**src/design/bblru_pkg.sv**
```systemverilog
// ----------------------------------------------------------------------------
// bblru_pkg
// Shared types and constants for the byte-budget LRU cache core.
// ----------------------------------------------------------------------------
package bblru_pkg;

  localparam int ENTRIES = 64;
  localparam int IDX_W   = $clog2(ENTRIES);
  localparam int CNT_W   = $clog2(ENTRIES + 1);

  // request kinds
  localparam logic KIND_PUT = 1'b0;
  localparam logic KIND_GET = 1'b1;

  // result status codes
  localparam logic [1:0] ST_OK      = 2'd0;
  localparam logic [1:0] ST_TOO_BIG = 2'd1;
  localparam logic [1:0] ST_MISS    = 2'd2;

  // configuration register indexes
  localparam logic CFG_BUDGET = 1'b0;
  localparam logic CFG_LIMIT  = 1'b1;

  typedef struct packed {
    logic        kind;
    logic [31:0] key;
    logic [31:0] object_size;
    logic [31:0] value_word;
  } req_t;

  typedef struct packed {
    logic [1:0]  status;
    logic [31:0] data_out;
  } rsp_t;

  // controller to datapath commands
  typedef struct packed {
    logic       load_item;
    logic       scan_start;
    logic       scan_step;
    logic       size_rd_victim;
    logic       remove_hit;
    logic       remove_victim;
    logic       touch;
    logic       insert;
    logic       pend_load;
    logic [1:0] pend_status;
    logic       pend_use_value;
    logic       out_load;
  } ctl_cmd_t;

  // datapath to controller status
  typedef struct packed {
    logic is_get;
    logic too_big;
    logic scan_done;
    logic hit_now;
    logic need_evict;
    logic full;
    logic out_free;
  } dp_sts_t;

endpackage

```
**src/design/bblru_ctrl.sv**
```systemverilog
// ----------------------------------------------------------------------------
// bblru_ctrl
// Sequencer for lookup, removal, eviction, insertion and result hand-off.
// ----------------------------------------------------------------------------
module bblru_ctrl (
  input  logic                 clk,
  input  logic                 rst_n,
  input  logic                 in_valid,
  output logic                 in_stall,
  input  bblru_pkg::dp_sts_t   sts,
  output bblru_pkg::ctl_cmd_t  cmd
);
  import bblru_pkg::*;

  localparam logic [3:0] S_IDLE   = 4'd0;
  localparam logic [3:0] S_CHECK  = 4'd1;
  localparam logic [3:0] S_SCAN   = 4'd2;
  localparam logic [3:0] S_RD_OLD = 4'd3;
  localparam logic [3:0] S_REM    = 4'd4;
  localparam logic [3:0] S_EVQ    = 4'd5;
  localparam logic [3:0] S_EVA    = 4'd6;
  localparam logic [3:0] S_INS    = 4'd7;
  localparam logic [3:0] S_RD_VAL = 4'd8;
  localparam logic [3:0] S_GET    = 4'd9;
  localparam logic [3:0] S_FIN    = 4'd10;

  logic [3:0] state_r, state_nxt;

  assign in_stall = (state_r != S_IDLE);

  // next state and commands
  always_comb begin
    state_nxt = state_r;
    cmd       = '0;
    unique case (state_r)
      S_IDLE: begin
        if (in_valid) begin
          cmd.load_item = 1'b1;
          state_nxt     = S_CHECK;
        end
      end
      S_CHECK: begin
        if (!sts.is_get && sts.too_big) begin
          cmd.pend_load   = 1'b1;
          cmd.pend_status = ST_TOO_BIG;
          state_nxt       = S_FIN;
        end else begin
          cmd.scan_start = 1'b1;
          state_nxt      = S_SCAN;
        end
      end
      S_SCAN: begin
        cmd.scan_step = 1'b1;
        if (sts.scan_done) begin
          if (sts.is_get) begin
            if (sts.hit_now) begin
              state_nxt = S_RD_VAL;
            end else begin
              cmd.pend_load   = 1'b1;
              cmd.pend_status = ST_MISS;
              state_nxt       = S_FIN;
            end
          end else begin
            state_nxt = sts.hit_now ? S_RD_OLD : S_EVQ;
          end
        end
      end
      S_RD_OLD: state_nxt = S_REM;
      S_REM: begin
        cmd.remove_hit = 1'b1;
        state_nxt      = S_EVQ;
      end
      S_EVQ: begin
        if (sts.need_evict || sts.full) begin
          cmd.size_rd_victim = 1'b1;
          state_nxt          = S_EVA;
        end else begin
          state_nxt = S_INS;
        end
      end
      S_EVA: begin
        cmd.remove_victim = 1'b1;
        state_nxt         = S_EVQ;
      end
      S_INS: begin
        cmd.insert      = 1'b1;
        cmd.pend_load   = 1'b1;
        cmd.pend_status = ST_OK;
        state_nxt       = S_FIN;
      end
      S_RD_VAL: begin
        cmd.touch = 1'b1;
        state_nxt = S_GET;
      end
      S_GET: begin
        cmd.pend_load      = 1'b1;
        cmd.pend_status    = ST_OK;
        cmd.pend_use_value = 1'b1;
        state_nxt          = S_FIN;
      end
      S_FIN: begin
        if (sts.out_free) begin
          cmd.out_load = 1'b1;
          state_nxt    = S_IDLE;
        end
      end
      default: state_nxt = S_IDLE;
    endcase
  end

  // state register
  always_ff @(posedge clk) begin
    if (!rst_n) state_r <= S_IDLE;
    else        state_r <= state_nxt;
  end

endmodule

```
**config.mk**
```make
export PLATFORM = sky130hd
export DESIGN_NAME = bblru_ctrl
export DESIGN_NICKNAME = d
export VERILOG_FILES = /design/src/design/bblru_pkg.sv /design/src/design/bblru_ctrl.sv
export SDC_FILE = /design/constraint.sdc
export NUM_CORES = 1
export LEC_CHECK = 0
export BUFFER_PORTS_ARGS = -buffer_cell sky130_fd_sc_hd__buf_2
export CORE_AREA = 2 2 39 41
export CTS_BUF_LIST = sky130_fd_sc_hd__clkbuf_8
export CTS_CLUSTER_SIZE = 16
export DETAILED_ROUTE_END_ITERATION = 8
export DIE_AREA = 0 0 41 43
export PLACE_DENSITY = 0.71
export SLEW_MARGIN = 0
export SYNTH_ARGS = -nofsm -noshare
export SYNTH_HDL_FRONTEND = slang
export SYNTH_SLANG_ARGS = --single-unit
```
**constraint.sdc**
```tcl
create_clock -name clk -period 2 [get_ports clk]
set_input_delay 0.1 -clock clk [delete_from_list [all_inputs] [get_ports clk]]
set_output_delay 0.1 -clock clk [all_outputs]
set_load 0.05 [all_outputs]
```
### Yosys cells after proc, flatten, opt, wreduce, memory -nomap -nowiden

Index checks and enable logic that the tools add are counted.

* output and inout bits: 14
* word-level logic and storage cells: 50
* input port bits: 10
* register bits: 4

* equality and inequality tests: 13
* muxes and demuxes: 28
* reduce and logical (&&, ||, !) cells: 8

Operators with widths (count)
* $pmux 4 s9: 1
* $mux 4: 5
* $eq 4x3->1 const B: 4
* $mux 1: 15
* $mux 3: 5
* $eq 4x4->1 const B: 3
* $pmux 3 s3: 1
* $eq 4x2->1 const B: 2
* $ne 2x2->1 const B: 3
* $eq 4x1->1 const B: 1
* $logic_not 4->1: 1
* $reduce_bool 4->1: 1
* $reduce_or 2->1: 2
* $reduce_and 3->1: 1
* $mux 2: 1
* $logic_and 1x1->1: 1
* $logic_not 1->1: 1
* $logic_or 1x1->1: 1

### Longest topological paths before layout

Gate-level depths: netlist (run 1).

* depth after elaboration: 4
* depth in mapped cells: 6

### Worst setup path after synthesis (run 1)

Ideal clock, no wire load.

* path kind: reg-to-output
* start point: register state_r[1]
* end point: output port cmd[4] (netlist name)
* path slack: -0.858 ns
* stages on the path, launching flop included: 6
* arrival time: 2.758 ns
* cell sequence: dfxtp_1 buf_2 nand2b_1 nor3_1 and3_1 a21o_1

RTL lines
* start, declared: line bblru_ctrl.sv:27 `logic [3:0] state_r, state_nxt;`
* start signal, assigned: line bblru_ctrl.sv:114 `else state_r <= state_nxt;`
* end, declared: line bblru_ctrl.sv:11 `output bblru_pkg::ctl_cmd_t cmd`

==> results of run 1 <==
==> logic make-up (layout without fill, tap and decap cells) <==
group,after synthesis,count (layout)
multiplexers,1,1
AO/OA/AOI/OAI,16,16
buffers and inverters,7,30
adder cells (fa/ha/maj),2,2
flip-flops,4,4
AND/OR/NAND/NOR,32,32
==> final cells by class <==
cell class	count	area, um^2	area share, %
tap	16	20.02	3.232
inverter	3	11.26	1.818
multi-input combinational	51	344.1	55.56
sequential	4	80.08	12.93
clock buffer	3	41.29	6.667
timing repair buffer	24	122.6	19.80
==> synthesized netlist by cell type, drive strengths merged <==
cell    instances
nor2            9
a21oi           6
nor3            6
nand2b          5
dfxtp           4
o21ai           4
inv             3
o21bai          3
buf             2
clkbuf          2
ha              2
nor2b           2
nor3b           2
nor4            2
a2111o          1
a21o            1
and2            1
and3            1
mux2i           1
nand2           1
nand3b          1
nor4b           1
o32a            1
or4             1
==> through the flow <==
step                      cell area [um^2]  setup WS (ns)
after floorplan                      452.9        -0.3602
after global placement               578.1         0.4335
after detailed placement             578.1         0.4511
after CTS                            619.3         0.2467
after global routing                 619.3         0.1536
final                                619.3         0.2340
==> routing by layer <==
layer / wire, um / global-route usage (%) / vias up
met2: 602 / 22.81 / 22
met1: 479 / 15.97 / 255
li1: - / - / 269
met5: 0 / 0 / -
met3: 79 / 4.712 / 2
met4: 17 / 6.000 / 0
==> power by group through the flow <==
stage	Combinational [mW]	Sequential [mW]	Clock, mW
CTS	0.286	0.130	0.176
floorplan	0.256	0.103	0
detailed placement	0.283	0.132	0
finish	0.285	0.131	0.172
global placement	0.284	0.130	0
global route	0.303	0.134	0.186
==> worst max-delay path: cells and delay by family (launching register included) <==
kind	cells	cell delay, ns
and+or+nand+nor	2	0.72
buffers and inverters	1	0.28
DFF	1	0.45
==> final timing paths <==
kind           endpoint  slack [ns]  cells after the start
min          state_r[1]        0.15                      3
max reg2reg  state_r[2]        0.43                      4
min reg2reg  state_r[1]        0.68                      2
max             cmd[12]        0.23                      3
==> metrics.txt, run 1 <==
post-route insts no fill=~100; core area=1384 um^2; number of buffers created by CTS=3; largest family of logic cells by synthesized area=simple AND/OR/NAND/NOR gates; sequential fraction of the synthesis area=a little under a fifth; worst path required time=roughly 1.9 ns; Bufs on Longest Clock Path=2; most frequent cells in the layout=23 x buf_2, 9 x nor2_1, 6 x a21oi_1; initial DRC count=16; critical path type=reg2out; Internal=approximately 0.31 mW; syn nets=74; Setup-failing EPs final=0; Clk network pwr share=between 20% and 30%; hpwl dp=around 900 um; simple-gate portion of the synthesized area=between 40 and 50%; post-CTS setup buffer count=0; Tightest Pin Transition=approximately 0.51 ns; CP max-delay cell=or4_4; Largest Register=state_r; total wire length=around 1200 um; Port-buffer cells=23; total gr overflow=0; Yosys warnings=0; # nets final=99; die span in x=between 40 and 50 um; HP Class=in2reg; worst stage delay on the critical path=~0.6 ns; register share of total power=between 20 and 25%; Reg2Reg Launch Point=state_r[3]; timing-limited maximum frequency=~570 MHz; Post-CTS Resized=0; CTS root buf=clkbuf_8; complex-gate fraction of the synthesized area=about a quarter; largest net degree at the start of global routing=15; sw power=~0.27 mW; Period minus WS final=1.766 ns; final period utilization=88.30%; status=finished, final reports clean; DR vias/cell=around 5.4; Setup Skew=0.007573 ns; Max VDD drop=about 0.37 mV; Largest register FFs=4; Max Cap Viol=0; hold_buf cts=0; HP Start=rst_n; initial antenna violation count=0; top-area cell type share of the netlist area=between 10% and 20%; Yosys top cell by area=dfxtp_1; combinational power share=approximately half; share of layout cells above drive strength 1=approximately two fifths; Skew-Pair Late Insertion Delay=~0.22 ns; Area Growth Syn to Fin=42.24%; Pwr Total=0.5876 mW; routability cong.=approximately 0.73; # fillers=approximately 130; critical path arrival=1.67 ns; Net Sw Frac=between 40% and 50%; # placed instances=roughly 100; Synth area leaders=dfxtp_1 18%, nor2_1 7.8%, nand2b_1 7.2%; Final Util=between 40% and 50%; hold slack final=approximately 0.15 ns; beginning of the critical path=state_r[3]; fin. max-slew vios=0; antenna cells=0; startpoint type of the worst setup path=flop; DRC=0; critical path, cell by cell=or4_4 -> nor2_1 -> buf_2; RSZ-0062 raised after global routing=false; Crit Path Max Fanout=14; FP Rows=14; TNS Setup=0 ns; top flop regs=state_r: 4 flops; Pleak=0.2999 nW; global-route usage over all layers=around 14%; endpoint class of the critical path=output port; CTS tree=done; CTS clk-pin slew, worst paths=0.04 ns; final hold vios=0; PwrDens=948.8 nW/um^2; # IOs=24; clk sinks=4; Seq cells post-synth=4; xor and xnor fraction of the mapped netlist area=0%; total number of vias=approximately 550; most common cell after layout, fill and taps aside=buf_2; Slew HR=between 60% and 70%; Pre-antenna DRT Iters=4; Starting Density=between 30% and 40%; vias in the first global route=approximately 440; antenna-violating nets left=0; Die Y=approximately 43 um; post-synthesis mux area share=about 2.3%; die area=1763 um^2; Netlist Area Pre-Place=around 440 um^2; H-Tree Depth=1; post-synthesis cell count=62; Yosys cell types=26; post-synthesis average cell area=~7 um^2; first-pass GRT wire length=~1700 um; Post-Synth Adder-Cell Area=5.747%; WL/cell=approximately 12 um
(Power assumes the default switching activity.)
==> inputs of run 2 (changes only) <==
--- a/config.mk
+++ b/config.mk
@@ -12,5 +12,5 @@
 export DETAILED_ROUTE_END_ITERATION = 8
 export DIE_AREA = 0 0 41 43
-export PLACE_DENSITY = 0.71
+export PLACE_DENSITY = 0.73
 export SLEW_MARGIN = 0
 export SYNTH_ARGS = -nofsm -noshare
==> constraint.sdc (replaced) <==
create_clock -name clk -period 1.5 [get_ports clk]
set_input_delay 0.075 -clock clk [delete_from_list [all_inputs] [get_ports clk]]
set_output_delay 0.075 -clock clk [all_outputs]
set_load 0.005 [all_outputs]
==> metrics.txt, run 2 (synthesis gave the netlist of run 1 again) <==
Area Growth Syn to Fin=47.99%; RSZ-0062 raised after global routing=false; total wire length=1157 um (-1.9%); met1 Usage GRT=18.71% (+2.7 points); final period utilization=approximately nine tenths; total gr overflow=0 (unchanged); CTS root buf=clkbuf_8; Hold Crit Endpoint=state_r[1]; number of buffers created by CTS=3 (unchanged); HP Start=rst_n; GR Util met3=3.141% (-1.6 points); Internal=0.4433 mW (+42%); hpwl dp=894.1 um (-2.4%); die area=1763 um^2 (unchanged); most frequent cells in the layout=23 x buf_2, 9 x nor2_1, 6 x a21oi_1, 6 x buf_4; DRC=0 (unchanged); worst path required time=1.42 ns (-0.48 ns); Setup Skew=0.007920 ns (+0.0003470 ns); multi-input combinational cell area=331.6 um^2 (-3.6%); HP Class=in2reg; worst stage delay on the critical path=0.39 ns (-0.21 ns); vias in the first global route=472 (+7.8%); share of layout cells above drive strength 1=41.11% (+1.1 points); critical path type=reg2out; Largest Register=state_r; TNS Setup=0 ns (unchanged); most common cell after layout, fill and taps aside=buf_2; H-Tree Depth=1 (unchanged); reg-to-reg endpoint=state_r[2]; Max VDD drop=0.4964 mV (+35%); final worst slack=0.1270 ns (-0.1070 ns); final hold vios=0 (unchanged); Pleak=0.3240 nW (+8.0%); Bufs on Longest Clock Path=2 (unchanged); Reg2Reg Launch Point=state_r[2]; Period minus WS final=1.373 ns; r2r worst-path depth=4 (unchanged); Slew HR=74.91% (+9.1 points); Tightest Pin Transition=0.3728 ns (-0.1394 ns); critical path arrival=1.30 ns (-0.37 ns); CTS clk-pin slew, worst paths=0.03 ns (about the same); critical path, cell by cell=nand2b_1 -> nor3_2 -> and3_1 -> a21o_1 -> buf_2; dpl ws=0.1562 ns (-0.2948 ns); DR vias/cell=5.132 (-5.4%); initial antenna violation count=0 (unchanged); gr busiest metal=met2; first-pass GRT wire length=1773 um (+2.8%); global-route usage over all layers=15.48% (+1.3 points); post-CTS setup buffer count=0 (unchanged); core area=1384 um^2 (unchanged); Net Sw Frac=33.92% (-13 points); Largest register FFs=4 (unchanged); Die Y=43 um (unchanged); top flop regs=state_r: 4 flops; Clk network pwr share=34.2% (+5.0 points); Port-buffer cells=23 (unchanged); clk sinks=4 (unchanged); register share of total power=20.5% (-1.8 points); Crit Path Max Fanout=5 (-9); r2r setup slk=0.16 ns (-0.27 ns); initial DRC count=10 (-6); FP Rows=14 (unchanged); timing-limited maximum frequency=728.3 MHz; CTS tree=done; # nets final=104 (+5.1%); Hold Path Depth=3 (unchanged); largest net degree at the start of global routing=16 (+1); Pre-antenna DRT Iters=3 (-1); startpoint type of the worst setup path=flop; total number of vias=544 (-0.73%); CP bufs+invs=1 (unchanged); fin. max-slew vios=0 (unchanged); combinational power share=45.3% (-3.2 points); antenna-violating nets left=0 (unchanged); die span in x=41 um (unchanged); Setup-failing EPs final=0 (unchanged); antenna cells=0 (unchanged); # fillers=145 (+8.2%); Starting Density=31.46% (unchanged); PwrDens=1041 nW/um^2 (+9.7%); endpoint class of the critical path=output port; crit-path leading delay family=simple AND/OR/NAND/NOR gates; routability cong.=0.8492 (+16%); Max Cap Viol=0 (unchanged); # IOs=24 (unchanged); CP max-delay cell=dfxtp_1; sequential cell area=80.08 um^2 (unchanged); status=finished, final reports clean; Skew-Pair Late Insertion Delay=0.22 ns (about the same); M2 GR Usage=21.56% (-1.2 points); WL/cell=10.92 um (-6.5%); sw power=0.2276 mW (-17%)
[run 2: cell count changes in the layout (fill, tap and decap cells not counted)]
| cell | before | now |
|---|---|---|
| nor4_2 | 1 | 0 |
| nor4_1 | 1 | 2 |
| buf_4 | 1 | 6 |
| nor4b_1 | 0 | 1 |
| nor4b_2 | 1 | 0 |
[run 2: repair_timing]
action	in CTS	in global routing
hold endpoints to repair	0	0
resized for setup	0	1
endpoints found under the setup margin	0	1
hold buffers	0	0
[run 2: cell type report]
class	instances	area share [%]
tap	16	3.107
multi-input combinational	51	51.46
timing repair buffer	29	24.85
sequential	4	12.43
inverter	3	1.748
clock buffer	3	6.408
[run 2: per-layer routing]
metal | part of all wire (%) | wire length [um]
met1 | 46 | 528
met2 | 45 | 518
met3 | 5.4 | 63
met4 | 4.0 | 46
met5 | 0 | 0
[run 2: through the flow]
| step | utilization [%] | instances | hold slack (ns) | total power [mW] | area (um^2) |
|---|---|---|---|---|---|
| final | 46.56 | 106 | 0.1211 | 0.6709 | 644.4 |
| after global routing | 46.56 | 106 | 0.1325 | 0.7183 | 644.4 |
| after detailed placement | 43.22 | 103 | 0.3430 | 0.4390 | 598.1 |
| after global placement | 43.22 | 103 | 0.3361 | 0.4357 | 598.1 |
| after CTS | 46.20 | 106 | 0.1230 | 0.6731 | 639.4 |
| after floorplan | - | 62 | 0.1947 | 0.3259 | 435.4 |
[run 2: tightest hold or removal path, delay by kind of cell]
kind	cells	cell delay, ns
buffers and inverters	1	0.11
AO/OA/AOI/OAI	2	0.10
[run 2: how the worst max path moves through the flow]
stage / slack (ns) / from / depth (start not counted) / to
floorplan: 0.15 / state_r[2] / 4 / state_r[3]
global placement: 0.19 / state_r[2] / 4 / state_r[3]
detailed placement: 0.16 / state_r[2] / 4 / state_r[3]
CTS: 0.07 / state_r[1] / 5 / cmd[4]
global route: 0.05 / state_r[2] / 5 / cmd[4]
finish: 0.13 / state_r[1] / 5 / cmd[4]
[run 2: power by group through the flow]
stage,sequential [mW],clock [mW],combinational (mW)
after floorplan,0.137,0,0.189
after global placement,0.138,0,0.297
after detailed placement,0.139,0,0.300
after CTS,0.138,0.234,0.301
after global routing,0.138,0.240,0.340
final,0.138,0.229,0.304
==> inputs of run 3 (changes only) <==
--- a/config.mk
+++ b/config.mk
@@ -6,4 +6,5 @@
 export NUM_CORES = 1
 export LEC_CHECK = 0
+export ABC_AREA = 1
 export BUFFER_PORTS_ARGS = -buffer_cell sky130_fd_sc_hd__buf_2
 export CORE_AREA = 2 2 39 41
@@ -12,5 +13,6 @@
 export DETAILED_ROUTE_END_ITERATION = 8
 export DIE_AREA = 0 0 41 43
-export PLACE_DENSITY = 0.73
+export HOLD_SLACK_MARGIN = 0.05
+export PLACE_DENSITY = 0.74
 export SLEW_MARGIN = 0
 export SYNTH_ARGS = -nofsm -noshare
==> constraint.sdc (replaced) <==
create_clock -name clk -period 1.5 [get_ports clk]
set_input_delay 0.075 -clock clk [delete_from_list [all_inputs] [get_ports clk]]
set_output_delay 0.075 -clock clk [all_outputs]
set_load 0.1 [all_outputs]
==> metrics.txt, run 3 <==
status=finished, final reports clean; # fillers=115 (-21%); Setup-failing EPs final=0 (unchanged); post-synthesis cell count=81 (+31%); largest net degree at the start of global routing=8 (-8); first-pass GRT wire length=2111 um (+19%); CTS tree=done; sequential fraction of the synthesis area=18.03% (-0.36 points); core area=1384 um^2 (unchanged); Starting Density=32.10% (+0.63 points); DRC=0 (unchanged); post-synthesis average cell area=5.484 um^2 (-22%); Seq cells post-synth=4 (unchanged); Max Cap Viol=0 (unchanged); met1 Usage GRT=18.01% (-0.70 points); # IOs=24 (unchanged); Yosys warnings=0 (unchanged); critical path type=reg2out; die span in x=41 um (unchanged); CTS clk-pin slew, worst paths=0.03 ns (about the same); Pwr Total=2.067 mW (+210%); hpwl dp=1142 um (+28%); Slew HR=80.96% (+6.0 points); Yosys cell types=16 (-38%); endpoint class of the critical path=output port; CTS root buf=clkbuf_8; FP Rows=14 (unchanged); gr busiest metal=met2; total gr overflow=0 (unchanged); GR Util met3=2.094% (-1.0 points); hold slack final=0.1377 ns (+0.01655 ns); H-Tree Depth=1 (unchanged); Synth async-reset ratio=0% (unchanged); Finished Cell Area=918.4 um^2 (+43%); Max VDD drop=1.629 mV (+230%); Period minus WS final=1.431 ns (+0.05828 ns); number of buffers created by CTS=3 (unchanged); Netlist Area Pre-Place=444.2 um^2 (+2.0%); total wire length=1338 um (+16%); initial DRC count=13 (+3); timing-limited maximum frequency=698.7 MHz (-4.1%); vias in the first global route=535 (+13%); Area Growth Syn to Fin=106.8%; final hold vios=0 (unchanged); Bufs on Longest Clock Path=2 (unchanged); most frequent cells in the layout=19 x nand2_1, 15 x inv_1, 14 x buf_12; Die Y=43 um (unchanged); antenna-violating nets left=0 (unchanged); die area=1763 um^2 (unchanged); global-route usage over all layers=17.07% (+1.6 points); startpoint type of the worst setup path=flop; WL/cell=10.54 um (-3.5%); share of layout cells above drive strength 1=47.75% (+6.6 points); clk sinks=4 (unchanged); Tightest Pin Transition=0.2845 ns (-0.08832 ns); hold_buf cts=0 (unchanged); most common cell after layout, fill and taps aside=nand2_1; Yosys top cell by area=dfxtp_1; Pleak=0.5001 nW (+54%); total number of vias=605 (+11%); Post-synth EDFFs=0 (unchanged); initial antenna violation count=0 (unchanged); Pre-antenna DRT Iters=4 (+1); top-area cell type share of the netlist area=18.03% (-0.36 points); top flop regs=state_r: 4 flops; routability cong.=0.8307 (-2.2%); most numerous cell in the Yosys netlist=nand2_1; HP Class=in2reg; Setup Skew=0.0001514 ns (-0.007768 ns); Synth area leaders=dfxtp_1 18%, nand2_1 16%, inv_1 14%; # placed instances=120 (+17%); PwrDens=2251 nW/um^2 (+120%); Largest register FFs=4 (unchanged); M2 GR Usage=31.87% (+10 points); critical path arrival=1.36 ns (+0.06 ns); Skew-Pair Late Insertion Delay=0.21 ns (about the same); fin. max-slew vios=0 (unchanged); Crit Path Max Fanout=7 (+2); top cells by count, synth=19 x nand2_1, 17 x inv_1, 12 x nor2_1; post-route insts no fill=127 (+20%); antenna cells=0 (unchanged); worst path required time=1.42 ns (about the same); DR vias/cell=4.764 (-7.2%); final period utilization=95.42% (+3.9 points); Port-buffer cells=23 (unchanged); top_reg_cell synth=dfxtp_1; # nets final=125 (+20%); Largest Register=state_r; Placement Cell Area=840.8 um^2 (+41%); syn nets=93 (+26%)
==> run 3: worst paths after layout <==
kind	start	to	slack [ns]	cells after the start
worst max-delay path	state_r[0]	cmd[4]	0.07	6
worst min-delay path	rst_n	state_r[0]	0.14	3
worst max register to register	state_r[3]	state_r[1]	0.29	7
worst min register to register	state_r[1]	state_r[2]	0.65	4
==> run 3: kinds of logic (layout without fill, tap and decap cells) <==
group                    count (synthesis)  after routing  share of synthesized area, %
AO/OA/AOI/OAI                            4              4                         5.633
adder cells (fa/ha/maj)                  2              2                         5.633
buffers and inverters                   20             50                         16.90
flip-flops                               4              4                         18.03
AND/OR/NAND/NOR                         51             51                         53.80
==> run 3: where the power goes <==
| group | switching (mW) | internal (mW) |
|---|---|---|
| registers | 0.0678 | 0.152 |
| logic | 1.09 | 0.545 |
| clock network | 0.0458 | 0.170 |
| total | 1.20 | 0.867 |
==> run 3: layout make-up <==
class / count / area, um^2 / area share [%]
multi-input cells: 57 / 342.8 / 37.33
flip-flops and latches: 4 / 83.83 / 9.128
well taps: 16 / 20.02 / 2.180
inverters: 20 / 75.07 / 8.174
repair buffers: 27 / 355.3 / 38.69
clock buffers: 3 / 41.29 / 4.496
==> run 3: timing repair <==
item,4_1_cts,5_1_grt
cloned,0,0
resized for setup,0,2
pin swaps,1,2
setup buffers,2,2
setup endpoints to repair,1,6
==> run 3: per-stage QoR <==
step	utilization (%)	worst slack (ns)	TNS, ns
finish	66.37	0.06875	0
global route	66.37	-0.0007613	-0.0007613
CTS	64.83	0.02728	0
detailed placement	60.76	0.2175	0
global placement	60.76	0.2675	0
floorplan	-	-0.5555	-2.186
==> run 3: critical path: stages, from the launching register on <==
cell and delay, ns:
dfxtp_2 0.35, inv_2 0.09, nand2_1 0.11, nor2_4 0.18, nand3_2 0.09, nand4_1 0.13, buf_12 0.19
==> run 3: per-layer routing <==
layer / share of wire, % / up-vias
met5: 0 / -
met4: 0 / 0
met3: 4.9 / 0
met2: 58 / 21
met1: 37 / 276
li1: - / 308
